--- config.mk ---
export PLATFORM = sky130hd
export DESIGN_NAME = dedup_list_table_core_flat
export DESIGN_NICKNAME = d
export VERILOG_FILES = /design/src/rtl/dlt_pkg.sv /design/src/rtl/dlt_if.sv /design/src/rtl/dlt_dp.sv /design/src/rtl/dlt_ctrl.sv /design/src/rtl/dedup_list_table_core.sv /design/src/flat_wrapper.sv
export SDC_FILE = /design/constraint.sdc
export NUM_CORES = 1
export LEC_CHECK = 0
export ABC_AREA = 1
export BUFFER_PORTS_ARGS = -buffer_cell sky130_fd_sc_hd__buf_4
export CORE_MARGIN = 5
export CORE_UTILIZATION = 42
export DETAILED_ROUTE_END_ITERATION = 6
export PLACE_DENSITY_LB_ADDON = 0.3
export SLEW_MARGIN = 20
export SYNTH_ARGS = -nofsm -noshare
export SYNTH_HDL_FRONTEND = slang
export SYNTH_SLANG_ARGS = --single-unit
--- constraint.sdc ---
create_clock -name clk_i -period 4 [get_ports clk_i]
set_input_delay 1.2 -clock clk_i [delete_from_list [all_inputs] [get_ports clk_i]]
set_output_delay 1.2 -clock clk_i [all_outputs]
set_load 0.01 [all_outputs]
--- src/rtl/dlt_pkg.sv ---
// Shared types, codes and widths for the dedup list table.
`default_nettype none
package dlt_pkg;

  localparam int unsigned VALUE_W  = 32;
  localparam int unsigned INDEX_W  = 4;
  localparam int unsigned STATUS_W = 3;
  localparam int unsigned COUNT_W  = 5;
  localparam int unsigned WIDE_W   = 9;

  typedef enum logic [1:0] {
    REQ_ADD      = 2'd0,
    REQ_REMOVE   = 2'd1,
    REQ_CONTAINS = 2'd2,
    REQ_GET      = 2'd3
  } req_e;

  typedef enum logic [STATUS_W-1:0] {
    ST_OK    = 3'd0,
    ST_NULL  = 3'd1,
    ST_MISS  = 3'd2,
    ST_FULL  = 3'd3,
    ST_RANGE = 3'd4
  } status_e;

  typedef enum logic [2:0] {
    RK_NULL,
    RK_RANGE,
    RK_GET,
    RK_MISS,
    RK_FULL,
    RK_APPEND,
    RK_FOUND,
    RK_REMOVED
  } res_kind_e;

  typedef enum logic [2:0] {
    FSM_IDLE,
    FSM_DECODE,
    FSM_GET,
    FSM_SCAN,
    FSM_SHIFT,
    FSM_FINISH
  } state_e;

  typedef struct packed {
    logic      load;
    logic      scan;
    logic      shift_start;
    logic      shift;
    logic      get_read;
    logic      resolve;
    res_kind_e kind;
    logic      out_load;
  } cmd_t;

  typedef struct packed {
    req_e req;
    logic val_zero;
    logic in_range;
    logic full;
    logic more;
    logic hit;
    logic rd_vld;
  } stat_t;

endpackage
`default_nettype wire

--- src/rtl/dlt_if.sv ---
// Request and response channel interfaces of the dedup list table.
`default_nettype none
interface dlt_req_if;
  import dlt_pkg::*;

  logic               valid;
  logic               ready;
  logic [1:0]         req_type;
  logic [VALUE_W-1:0] item_value;
  logic [INDEX_W-1:0] item_index;

  modport source (output valid, req_type, item_value, item_index, input ready);
  modport sink   (input valid, req_type, item_value, item_index, output ready);
endinterface

interface dlt_rsp_if;
  import dlt_pkg::*;

  logic                valid;
  logic                ready;
  logic                success;
  logic [STATUS_W-1:0] status;
  logic [VALUE_W-1:0]  read_value;
  logic [COUNT_W-1:0]  entry_count;

  modport source (output valid, success, status, read_value, entry_count, input ready);
  modport sink   (input valid, success, status, read_value, entry_count, output ready);
endinterface
`default_nettype wire

--- src/rtl/dlt_dp.sv ---
// Datapath: entry memory, count, scan pointer, compare and result registers.
`default_nettype none
module dlt_dp #(
  parameter int unsigned CAPACITY = 16
) (
  input  wire logic                         clk_i,
  input  wire logic                         rst_ni,
  input  wire dlt_pkg::cmd_t                cmd_i,
  output dlt_pkg::stat_t                    stat_o,
  input  wire logic [1:0]                   req_type_i,
  input  wire logic [dlt_pkg::VALUE_W-1:0]  item_value_i,
  input  wire logic [dlt_pkg::INDEX_W-1:0]  item_index_i,
  output logic                              success_o,
  output logic [dlt_pkg::STATUS_W-1:0]      status_o,
  output logic [dlt_pkg::VALUE_W-1:0]       read_value_o,
  output logic [dlt_pkg::COUNT_W-1:0]       entry_count_o
);
  import dlt_pkg::*;

  localparam int unsigned AW = $clog2(CAPACITY);
  localparam int unsigned CW = $clog2(CAPACITY + 1);

  logic [VALUE_W-1:0] mem [CAPACITY];

  req_e               req_q;
  logic [VALUE_W-1:0] val_q;
  logic [INDEX_W-1:0] idx_q;
  logic [CW-1:0]      count_q, count_d;
  logic [CW-1:0]      ptr_q, ptr_d;
  logic               rd_vld_q, rd_vld_d;
  logic [AW-1:0]      rd_idx_q;
  logic [VALUE_W-1:0] rdata_q;

  logic               res_ok_q;
  status_e            res_st_q;
  logic [VALUE_W-1:0] res_rd_q;

  logic [WIDE_W-1:0]  idx_wide, count_wide;
  logic               more;
  logic               rd_en, wr_en;
  logic [AW-1:0]      rd_addr, wr_addr;
  logic [VALUE_W-1:0] wr_data;

  assign idx_wide   = WIDE_W'(idx_q);
  assign count_wide = WIDE_W'(count_q);
  assign more       = ptr_q < count_q;

  assign stat_o.req      = req_q;
  assign stat_o.val_zero = val_q == '0;
  assign stat_o.in_range = idx_wide < count_wide;
  assign stat_o.full     = count_q == CW'(CAPACITY);
  assign stat_o.more     = more;
  assign stat_o.hit      = rd_vld_q && (rdata_q == val_q);
  assign stat_o.rd_vld   = rd_vld_q;

  assign rd_en   = cmd_i.get_read || ((cmd_i.scan || cmd_i.shift) && more);
  assign rd_addr = cmd_i.get_read ? idx_wide[AW-1:0] : ptr_q[AW-1:0];
  assign wr_en   = (cmd_i.shift && rd_vld_q) || (cmd_i.resolve && cmd_i.kind == RK_APPEND);
  assign wr_addr = cmd_i.shift ? rd_idx_q - AW'(1) : count_q[AW-1:0];
  assign wr_data = cmd_i.shift ? rdata_q : val_q;

  always_ff @(posedge clk_i) begin
    if (wr_en) begin
      mem[wr_addr] <= wr_data;
    end
    if (rd_en) begin
      rdata_q  <= mem[rd_addr];
      rd_idx_q <= rd_addr;
    end
  end

  always_comb begin
    count_d  = count_q;
    ptr_d    = ptr_q;
    rd_vld_d = rd_vld_q;
    if (cmd_i.load) begin
      ptr_d    = '0;
      rd_vld_d = 1'b0;
    end
    if (cmd_i.scan || cmd_i.shift) begin
      ptr_d    = more ? ptr_q + CW'(1) : ptr_q;
      rd_vld_d = more;
    end
    if (cmd_i.shift_start) begin
      ptr_d    = CW'(rd_idx_q) + CW'(1);
      rd_vld_d = 1'b0;
    end
    if (cmd_i.resolve && cmd_i.kind == RK_APPEND) begin
      count_d = count_q + CW'(1);
    end
    if (cmd_i.resolve && cmd_i.kind == RK_REMOVED) begin
      count_d = count_q - CW'(1);
    end
  end

  always_ff @(posedge clk_i or negedge rst_ni) begin
    if (!rst_ni) begin
      count_q  <= '0;
      ptr_q    <= '0;
      rd_vld_q <= 1'b0;
    end else begin
      count_q  <= count_d;
      ptr_q    <= ptr_d;
      rd_vld_q <= rd_vld_d;
    end
  end

  always_ff @(posedge clk_i) begin
    if (cmd_i.load) begin
      req_q <= req_e'(req_type_i);
      val_q <= item_value_i;
      idx_q <= item_index_i;
    end
    if (cmd_i.resolve) begin
      res_rd_q <= '0;
      unique case (cmd_i.kind)
        RK_NULL: begin
          res_ok_q <= 1'b0;
          res_st_q <= ST_NULL;
        end
        RK_RANGE: begin
          res_ok_q <= 1'b0;
          res_st_q <= ST_RANGE;
        end
        RK_GET: begin
          res_ok_q <= 1'b1;
          res_st_q <= ST_OK;
          res_rd_q <= rdata_q;
        end
        RK_MISS: begin
          res_ok_q <= 1'b0;
          res_st_q <= ST_MISS;
        end
        RK_FULL: begin
          res_ok_q <= 1'b0;
          res_st_q <= ST_FULL;
        end
        default: begin
          res_ok_q <= 1'b1;
          res_st_q <= ST_OK;
        end
      endcase
    end
    if (cmd_i.out_load) begin
      success_o     <= res_ok_q;
      status_o      <= res_st_q;
      read_value_o  <= res_rd_q;
      entry_count_o <= count_wide[COUNT_W-1:0];
    end
  end

endmodule
`default_nettype wire

--- src/rtl/dlt_ctrl.sv ---
// Controller: request sequencing state machine and output valid flag.
`default_nettype none
module dlt_ctrl (
  input  wire logic           clk_i,
  input  wire logic           rst_ni,
  input  wire logic           in_valid_i,
  output logic                in_ready_o,
  output logic                out_valid_o,
  input  wire logic           out_ready_i,
  input  wire dlt_pkg::stat_t stat_i,
  output dlt_pkg::cmd_t       cmd_o
);
  import dlt_pkg::*;

  state_e state_q, state_d;
  logic   out_valid_q, out_valid_d;

  assign out_valid_o = out_valid_q;

  always_ff @(posedge clk_i or negedge rst_ni) begin
    if (!rst_ni) begin
      state_q     <= FSM_IDLE;
      out_valid_q <= 1'b0;
    end else begin
      state_q     <= state_d;
      out_valid_q <= out_valid_d;
    end
  end

  always_comb begin
    state_d     = state_q;
    cmd_o       = '0;
    in_ready_o  = 1'b0;
    out_valid_d = out_valid_q && !out_ready_i;
    unique case (state_q)
      FSM_IDLE: begin
        in_ready_o = 1'b1;
        if (in_valid_i) begin
          cmd_o.load = 1'b1;
          state_d    = FSM_DECODE;
        end
      end
      FSM_DECODE: begin
        if (stat_i.req == REQ_GET) begin
          if (stat_i.in_range) begin
            cmd_o.get_read = 1'b1;
            state_d        = FSM_GET;
          end else begin
            cmd_o.resolve = 1'b1;
            cmd_o.kind    = RK_RANGE;
            state_d       = FSM_FINISH;
          end
        end else if (stat_i.val_zero) begin
          cmd_o.resolve = 1'b1;
          cmd_o.kind    = RK_NULL;
          state_d       = FSM_FINISH;
        end else begin
          state_d = FSM_SCAN;
        end
      end
      FSM_GET: begin
        cmd_o.resolve = 1'b1;
        cmd_o.kind    = RK_GET;
        state_d       = FSM_FINISH;
      end
      FSM_SCAN: begin
        if (stat_i.hit) begin
          case (stat_i.req)
            REQ_REMOVE: begin
              cmd_o.shift_start = 1'b1;
              state_d           = FSM_SHIFT;
            end
            REQ_CONTAINS: begin
              cmd_o.resolve = 1'b1;
              cmd_o.kind    = RK_FOUND;
              state_d       = FSM_FINISH;
            end
            default: begin
              cmd_o.resolve = 1'b1;
              cmd_o.kind    = RK_MISS;
              state_d       = FSM_FINISH;
            end
          endcase
        end else if (!stat_i.rd_vld && !stat_i.more) begin
          cmd_o.resolve = 1'b1;
          state_d       = FSM_FINISH;
          if (stat_i.req == REQ_ADD) begin
            cmd_o.kind = stat_i.full ? RK_FULL : RK_APPEND;
          end else begin
            cmd_o.kind = RK_MISS;
          end
        end else begin
          cmd_o.scan = 1'b1;
        end
      end
      FSM_SHIFT: begin
        if (!stat_i.rd_vld && !stat_i.more) begin
          cmd_o.resolve = 1'b1;
          cmd_o.kind    = RK_REMOVED;
          state_d       = FSM_FINISH;
        end else begin
          cmd_o.shift = 1'b1;
        end
      end
      FSM_FINISH: begin
        if (!out_valid_q || out_ready_i) begin
          cmd_o.out_load = 1'b1;
          out_valid_d    = 1'b1;
          state_d        = FSM_IDLE;
        end
      end
      default: begin
        state_d = FSM_IDLE;
      end
    endcase
  end

endmodule
`default_nettype wire

--- src/rtl/dedup_list_table_core.sv ---
// Get and null requests resolve without a scan; add and contains run a linear scan; remove
// scans, then shifts through the one-read, one-write entry memory. One request in flight;
// the next is accepted once the previous result sits in the output register.
// Reset clears the count and the control state; entry storage is not cleared and needs no
// clearing pass, as only entries below the count are ever read.
`default_nettype none
module dedup_list_table_core #(
  parameter int unsigned CAPACITY = 16
) (
  input  wire logic clk_i,
  input  wire logic rst_ni,
  dlt_req_if.sink   req_i,
  dlt_rsp_if.source rsp_o
);
  import dlt_pkg::*;

  cmd_t  cmd;
  stat_t stat;

  dlt_ctrl u_ctrl (
    .clk_i       (clk_i),
    .rst_ni      (rst_ni),
    .in_valid_i  (req_i.valid),
    .in_ready_o  (req_i.ready),
    .out_valid_o (rsp_o.valid),
    .out_ready_i (rsp_o.ready),
    .stat_i      (stat),
    .cmd_o       (cmd)
  );

  dlt_dp #(
    .CAPACITY (CAPACITY)
  ) u_dp (
    .clk_i         (clk_i),
    .rst_ni        (rst_ni),
    .cmd_i         (cmd),
    .stat_o        (stat),
    .req_type_i    (req_i.req_type),
    .item_value_i  (req_i.item_value),
    .item_index_i  (req_i.item_index),
    .success_o     (rsp_o.success),
    .status_o      (rsp_o.status),
    .read_value_o  (rsp_o.read_value),
    .entry_count_o (rsp_o.entry_count)
  );

endmodule
`default_nettype wire

--- src/flat_wrapper.sv ---
// flat-port wrapper written by rule: the top's interface ports become plain ports
module dedup_list_table_core_flat import dlt_pkg::*;
#(
  parameter int unsigned CAPACITY = 16
)
  (clk_i, rst_ni, req_i_valid, req_i_req_type, req_i_item_value, req_i_item_index, req_i_ready, rsp_o_valid, rsp_o_success, rsp_o_status, rsp_o_read_value, rsp_o_entry_count, rsp_o_ready);
  dlt_req_if req_i_i ();
  dlt_rsp_if rsp_o_i ();
  input  wire logic clk_i;
  input  wire logic rst_ni;
  input wire logic [$bits(req_i_i.valid)-1:0] req_i_valid;
  input wire logic [$bits(req_i_i.req_type)-1:0] req_i_req_type;
  input wire logic [$bits(req_i_i.item_value)-1:0] req_i_item_value;
  input wire logic [$bits(req_i_i.item_index)-1:0] req_i_item_index;
  output wire logic [$bits(req_i_i.ready)-1:0] req_i_ready;
  output wire logic [$bits(rsp_o_i.valid)-1:0] rsp_o_valid;
  output wire logic [$bits(rsp_o_i.success)-1:0] rsp_o_success;
  output wire logic [$bits(rsp_o_i.status)-1:0] rsp_o_status;
  output wire logic [$bits(rsp_o_i.read_value)-1:0] rsp_o_read_value;
  output wire logic [$bits(rsp_o_i.entry_count)-1:0] rsp_o_entry_count;
  input wire logic [$bits(rsp_o_i.ready)-1:0] rsp_o_ready;
  assign req_i_i.valid = req_i_valid;
  assign req_i_i.req_type = req_i_req_type;
  assign req_i_i.item_value = req_i_item_value;
  assign req_i_i.item_index = req_i_item_index;
  assign req_i_ready = req_i_i.ready;
  assign rsp_o_valid = rsp_o_i.valid;
  assign rsp_o_success = rsp_o_i.success;
  assign rsp_o_status = rsp_o_i.status;
  assign rsp_o_read_value = rsp_o_i.read_value;
  assign rsp_o_entry_count = rsp_o_i.entry_count;
  assign rsp_o_i.ready = rsp_o_ready;
  dedup_list_table_core #(.CAPACITY(CAPACITY)) u_core (.clk_i(clk_i), .rst_ni(rst_ni), .req_i(req_i_i), .rsp_o(rsp_o_i));
endmodule
; ---- Word-level counts from Yosys, hierarchy flattened
; Memories as Yosys holds them, arrays and structs flattened. A register that Yosys moved wholly into a read port is not among the register bits.
; Cells that the tools add are included.
[word_totals]
register_bits = 134
ram_bits = 512
in_bits = 42
output_inout_bits = 43
elab_cells = 118
n_memories = 1
[memory_table]
columns = name, words, word_bits, read_ports, rd_clocked_by_memory_dff, wr, line_no
row1 = u_core.u_dp.mem, 16, 32, 1, 1, 1, dlt_dp.sv:23  ; logic [VALUE_W-1:0] mem [CAPACITY];
[op_classes]
add_sub_neg = 5
order_cmp = 2
eq_ne = 19
n_mux = 51
n_reduce_logical = 24
[op_table]
columns = cell, count
row1 = 32-bit == test, 1
row2 = 32-bit zero test, 1
row3 = 32-bit 2-to-1 mux, 1
row4 = 4-bit 2-to-1 mux, 8
row5 = 5-bit 2-to-1 mux, 6
row6 = 3-bit 2-to-1 mux, 8
row7 = 1-bit 2-to-1 mux, 23
row8 = 3-bit case mux with 6 select lines, 1
row9 = 4-bit case mux with 4 select lines, 1
row10 = "3-bit == test, second input constant", 5
row11 = "3-bit by 2-bit == test with 1-bit output, second input constant", 4
row12 = 3-bit case mux with 4 select lines, 1
row13 = "5-bit by 1-bit adder with 5-bit output, second input constant", 2
row14 = 4-bit case mux with 2 select lines, 1
row15 = 1-bit logical AND, 7
row16 = "3-bit by 1-bit == test with 1-bit output, second input constant", 2
row17 = 3-bit zero test, 2
row18 = "4-bit by 1-bit adder with 5-bit output, second input constant", 1
row19 = "5-bit == test, second input constant", 1
row20 = 4-bit by 5-bit less-than comparator with 1-bit output, 1
row21 = 5-bit less-than comparator, 1
row22 = "5-bit by 1-bit subtractor with 5-bit output, second input constant", 1
row23 = "2-bit == test, second input constant", 2
row24 = 1-bit zero test, 4
row25 = 11 further kinds, 16

; ---- Logic depth before layout (Yosys ltp)
[logic_depth]
depth_word = 11
ltp_mapped = 22
ltp_nobuf = 22

; ---- Hierarchy
; Synthesis repeated with hierarchy kept, for this count alone.
[hier_totals]
hier_cells = 2791
area_unflattened_um2 = 29893.7
[by_module_without_submodules]
columns = module, instances, cells_each, area_per_inst_um2, seq_area_each_um2
row1 = dlt_dp, 1, 2713, 29448.2, 20184.4
row2 = dlt_ctrl, 1, 78, 445.4, 100.1

; ---- Worst setup path before layout
; Ideal clock, no wire load.
[synth_path]
kind = register to register
start = register u_core.u_dp.count_q[2]
end = memory u_core.u_dp.mem[11][0] (enable)
setup_time_ps = 421
arrival_time_ps = 3379
required_time_ps = 3579
setup_slack_ps = 200
path_stages_with_launch = 16
path_buffers = 0
synth_period_minus_slack_ps = 3800
cell_sequence = dfrtp_1 -> inv_1 -> ha_1 -> a21oi_1 -> nor2_1 -> nor2_1 -> nand3_1 -> nand2_1 -> inv_1 -> nor2_1 -> inv_1 -> o21ai_0 -> inv_1 -> nor2_1 -> nand2_1 -> nor2_1
[synth_between]
elab_chain_len = 11
elab_cells_between_ends = 22
cone_classes = order compare: 2 / eq/ne: 2 / mux: 13 / reduce/logical: 5
[synth_rtl]
columns = item, line_no
row1 = start: declaration, dlt_dp.sv:28  ; logic [CW-1:0] count_q, count_d;
row2 = start signal: assignment, dlt_dp.sv:102  ; count_q <= count_d;
row3 = 5-bit less-than comparator or 5-bit == test (tied branches), "dlt_dp.sv:46, dlt_dp.sv:51"
row4 = 1-bit zero test or 1-bit 2-to-1 mux (tied branches), "dlt_ctrl.sv:84, dlt_ctrl.sv:97, dlt_ctrl.sv:88"
row5 = 1-bit logical AND or 3-bit 2-to-1 mux (tied branches), "dlt_ctrl.sv:84, dlt_ctrl.sv:97, dlt_ctrl.sv:87"
row6 = 4-bit 2-to-1 mux, dlt_ctrl.sv:84  ; end else if (!stat_i.rd_vld && !stat_i.more) begin
row7 = 4-bit 2-to-1 mux, dlt_ctrl.sv:67  ; if (stat_i.hit) begin
row8 = 4-bit case mux with 4 select lines, dlt_ctrl.sv:35  ; unique case (state_q)
row9 = 3-bit == test, dlt_dp.sv:58  ; assign wr_en = (cmd_i.shift && rd_vld_q) || (cmd_i.resolve && cmd_i.kind == RK_APPEND);
row10 = 1-bit logical AND, dlt_dp.sv:58
row11 = 1-bit logical OR, dlt_dp.sv:58
row12 = 1-bit 2-to-1 mux, dlt_dp.sv:63  ; if (wr_en) begin
row13 = 1-bit 2-to-1 mux (implied by the code), dlt_dp.sv:64  ; mem[wr_addr] <= wr_data;
row14 = end: declaration, dlt_dp.sv:23
; Several ways; a longest one is shown, not always the timed one.

; ---- Final worst setup path
[layout_path]
start = register u_core.u_dp.rdata_q[21] (read register of u_core.u_dp.mem)
end = memory u_core.u_dp.mem[3][18] (enable)
[layout_between]
elab_chain_len = 9
[layout_rtl]
columns = item, line_no
row1 = start: declaration, dlt_dp.sv:32  ; logic [VALUE_W-1:0] rdata_q;
row2 = 32-bit == test *, dlt_dp.sv:53  ; assign stat_o.hit = rd_vld_q && (rdata_q == val_q);
row3 = 1-bit logical AND *, dlt_dp.sv:53
row4 = 4-bit 2-to-1 mux *, dlt_ctrl.sv:67
row5 = 4-bit case mux with 4 select lines *, dlt_ctrl.sv:35
row6 = 3-bit == test, dlt_dp.sv:58
row7 = 1-bit logical AND *, dlt_dp.sv:58
row8 = 1-bit logical OR *, dlt_dp.sv:58
row9 = 1-bit 2-to-1 mux *, dlt_dp.sv:63
row10 = 1-bit 2-to-1 mux (implied by the code) *, dlt_dp.sv:64
; Mark *: on every way between the ends. The rest lies on a longest branch, timed or not.

==> run_results.csv <==
group,metric,value,unit
drt,first_iter_violations,1766,
synth,yosys.area_share.simple,20.0,%
cts,clock_sinks,678,
sta,period_minus_slack,3.72,ns
synth,netlist.area_leader.share,67.7,%
cts,cts_tree,"done",
cts,cts.htree.levels,3,
synth,yosysMostFrequentCell,"nand2_1",
synth,async_flop_share,2.21,%
placed_design,hpwl,46100,um
synth,synth_edf_count,663,
global_routing,grt_pass1_wl,114000,um
job,maxCapViolations,0,
worst_hold_path,holdPathStages,0,
floorplanning,core,69800,um2
synth,ys.flop_type,"edfxtp_1",
synth,yosys_register_bits,678,
synth,ys_types,39,
worst_hold_path,min_path_type,"register to register",
drt,via_per_inst,5.11,
synth,synthMuxAreaShare,0,%
critical_path,critPathLaunchType,"register",
drt,vias,19507,
cts,numCtsBuffers,71,
power_and_ir_drop,ir_drop,0.000351,V
floorplanning,die_w,275,um
critical_path,critPathKind,"register to register",
cts,postCtsSetupBuffers,0,
synth,synth_xor_xnor_area_share,0.238,%
critical_path,cp.arrival,3.99,ns
drt,ant_nets,0,
global_routing,grt_overflow,0,
drt,wl_per_cell,20.1,um
synth,synth_area_leaders,"edfxtp_1, nand2_1, nand3_1",
global_routing,antenna_found_initial,4,
synth,synth_fa_ha_area_share,0.792,%
critical_path,reg2reg_from,"u_core.u_dp.rdata_q[21]$_DFFE_PP_",
critical_path,timing.critical_path.required,4.26,ns
drt,routed_wirelength,76600,um
worst_hold_path,hold_path_end,"u_core.u_dp.read_value_o[23]$_DFFE_PP_",
critical_path,rrSetupSlack,0.28,ns
sta,worstMarginPinSlew,0.770,ns
global_routing,grt_max_degree,77,
floorplanning,io-pin-count,85,
sta,rsz0062_at_grt,"no",
power_and_ir_drop,leakagePower,13.5,nW
final_layout,syn_to_final_growth,14.9,%
cts,cts_buffer_depth,3,
cts,cts.hold.buffers_added,0,
power_and_ir_drop,powerDensity,586,nW/um2
synth,synth_compound_area_share,2.93,%
final_layout,drive_gt1_share,11.0,%
sta,hold_viol,0,
sta,fmax,0.269,GHz
critical_path,worstPathMaxFanout,31,
floorplanning,std_cell_rows,97,
synth,netlist_instances,2698,
sta,max_slew_margin,48.6,%
critical_path,crit_path_end_kind,"register",
cts,clk_latency,0.61,ns
sta,setup_ws,0.277,ns
synth,avgSynthCellArea,10.9,um2
floorplanning,start_util,42.1,%
floorplanning,fp.dieArea,75400,um2
synth,yosysTopAreaCell,"edfxtp_1",
sta,drv_slew,0,
synth,synth_warnings,0,
synth,syn_nets,2758,
synth,synth_commonest_cells,"nand2_1, edfxtp_1, inv_1",
critical_path,reg2reg_depth,14,
global_routing,grt_usage,20.0,%
sta,clock_skew,0.0270,ns
placed_design,gp_congestion,0.912,
drt,first_pass_iters,6,
sta,setup_violations,0,
final_layout,finalNetCount,2885,
synth,synth_top_family_by_area,"simple AND/OR/NAND/NOR gates",
cts,cts_root_buf,"clkbuf_16",
synth,synth_area,29400,um2
outcome,status,"finished, final reports clean",
sta,tns,0,ns
drt,drc_errors,0,
sta,fin_crit_sh,93.1,%
critical_path,rr_endpoint,"u_core.u_dp.mem[3][18]$_DFFE_PP_",
cts,path_clk_slew,0.06,ns
cts,cts_resized,0,
placed_design,io_buffers,84,
global_routing,grt_pass1_vias,18640,
worst_hold_path,min_from,"u_core.u_dp.res_rd_q[23]$_SDFFCE_PP0P_",
floorplanning,die_h,275,um
synth,synth_seq_area_share,69.0,%
placed_design,pre_cts_ws,0.273,ns
==> flip-flops by register name, indices dropped and copies added (netlist names), 5 cells and up <==
register / flops
u_core.u_dp.count_q: 5
u_core.u_dp.rdata_q: 32
u_core.u_dp.ptr_q: 5
u_core.u_dp.entry_count_o: 5
u_core.u_dp.mem: 512
u_core.u_dp.val_q: 32
u_core.u_dp.read_value_o: 32
u_core.u_dp.res_rd_q: 32
==> report_power, final <==
group	switching [mW]	total, mW	leakage, nW	internal (mW)
Clock	2.65	6.29	1.07	3.63
Combinational	3.05	4.16	6.27	1.11
Sequential	0.273	9.34	6.21	9.07
==> critical path: stages (launching register included) <==
cell and delay [ns]:
edfxtp_1 0.45, xnor2_1 0.42, nand2_1 0.09, nor2_1 0.19
nand2_1 0.08, nor2_1 0.22, nand3_1 0.20, nand2_1 0.10
nand3_1 0.06, nand2_1 0.16, nand2_2 0.11, o21ai_2 0.40
nand2_1 0.36, nor2_4 0.22, buf_12 0.29
==> metrics by stage <==
| stage | instance area, um2 | util, % | std cells | total power [mW] | hold slack [ns] |
|---|---|---|---|---|---|
| finish | 33800 | 48.4 | 3818 | 19.8 | 0.417 |
| global route | 33800 | 48.4 | 3816 | 20.7 | 0.422 |
| CTS | 33800 | 48.4 | 3816 | 19.9 | 0.418 |
| detailed placement | 31600 | 45.2 | 3692 | 13.6 | 0.405 |
| global placement | 31600 | 45.2 | 3692 | 13.6 | 0.401 |
| floorplan | 29400 | - | 2698 | 12.0 | 0.400 |
==> worst max path at each step <==
| stage | to | startpoint | depth (start not counted) |
|---|---|---|---|
| 2_1_floorplan | u_core.u_dp.mem[11][0]$_DFFE_PP_ | u_core.u_dp.count_q[2]$_DFFE_PN0P_ | 15 |
| 3_3_place_gp | u_core.u_dp.mem[3][18]$_DFFE_PP_ | u_core.u_dp.count_q[1]$_DFFE_PN0P_ | 16 |
| 3_5_place_dp | u_core.u_dp.mem[5][24]$_DFFE_PP_ | u_core.u_dp.count_q[2]$_DFFE_PN0P_ | 16 |
| 4_1_cts | u_core.u_dp.mem[5][24]$_DFFE_PP_ | u_core.u_dp.count_q[1]$_DFFE_PN0P_ | 16 |
| 5_1_grt | u_core.u_dp.mem[1][24]$_DFFE_PP_ | u_core.u_dp.count_q[1]$_DFFE_PN0P_ | 14 |
| 6_report | u_core.u_dp.mem[3][18]$_DFFE_PP_ | u_core.u_dp.rdata_q[21]$_DFFE_PP_ | 14 |
==> kinds of logic after synthesis <==
family,after synthesis
compound gates,132
xor+xnor,8
fa+ha+maj,18
buf+inv,436
flops,678
simple gates,1426
==> routing by layer <==
layer	up-vias	part of all wire, %	GRT usage (%)
met1	9309	42	26.7
met2	796	47	33.0
met5	-	0	0
met3	134	7.9	3.65
li1	9268	-	-
met4	0	3.0	6.88
==> area by class of cell <==
class	instances	area (um2)
clock buffers	90	1900
clock inverters	34	307
fillers	6139	36000
flip-flops and latches	678	20300
well taps	940	1180
multi-input cells	1584	7240
repair buffers	168	1650
diodes	2	5.00
inverters	322	1210
==> placed cells by master (no fill, tap or decap), drive strengths merged, types with 20 or more instances in the layout <==
cell type and count:
buf 168, clkbuf 90, clkinv 22, edfxtp 663, inv 326, nand2 982
nand3 289, nand4 20, nor2 111, o211ai 65, o21ai 51
Power figures use the tool's default switching activity.
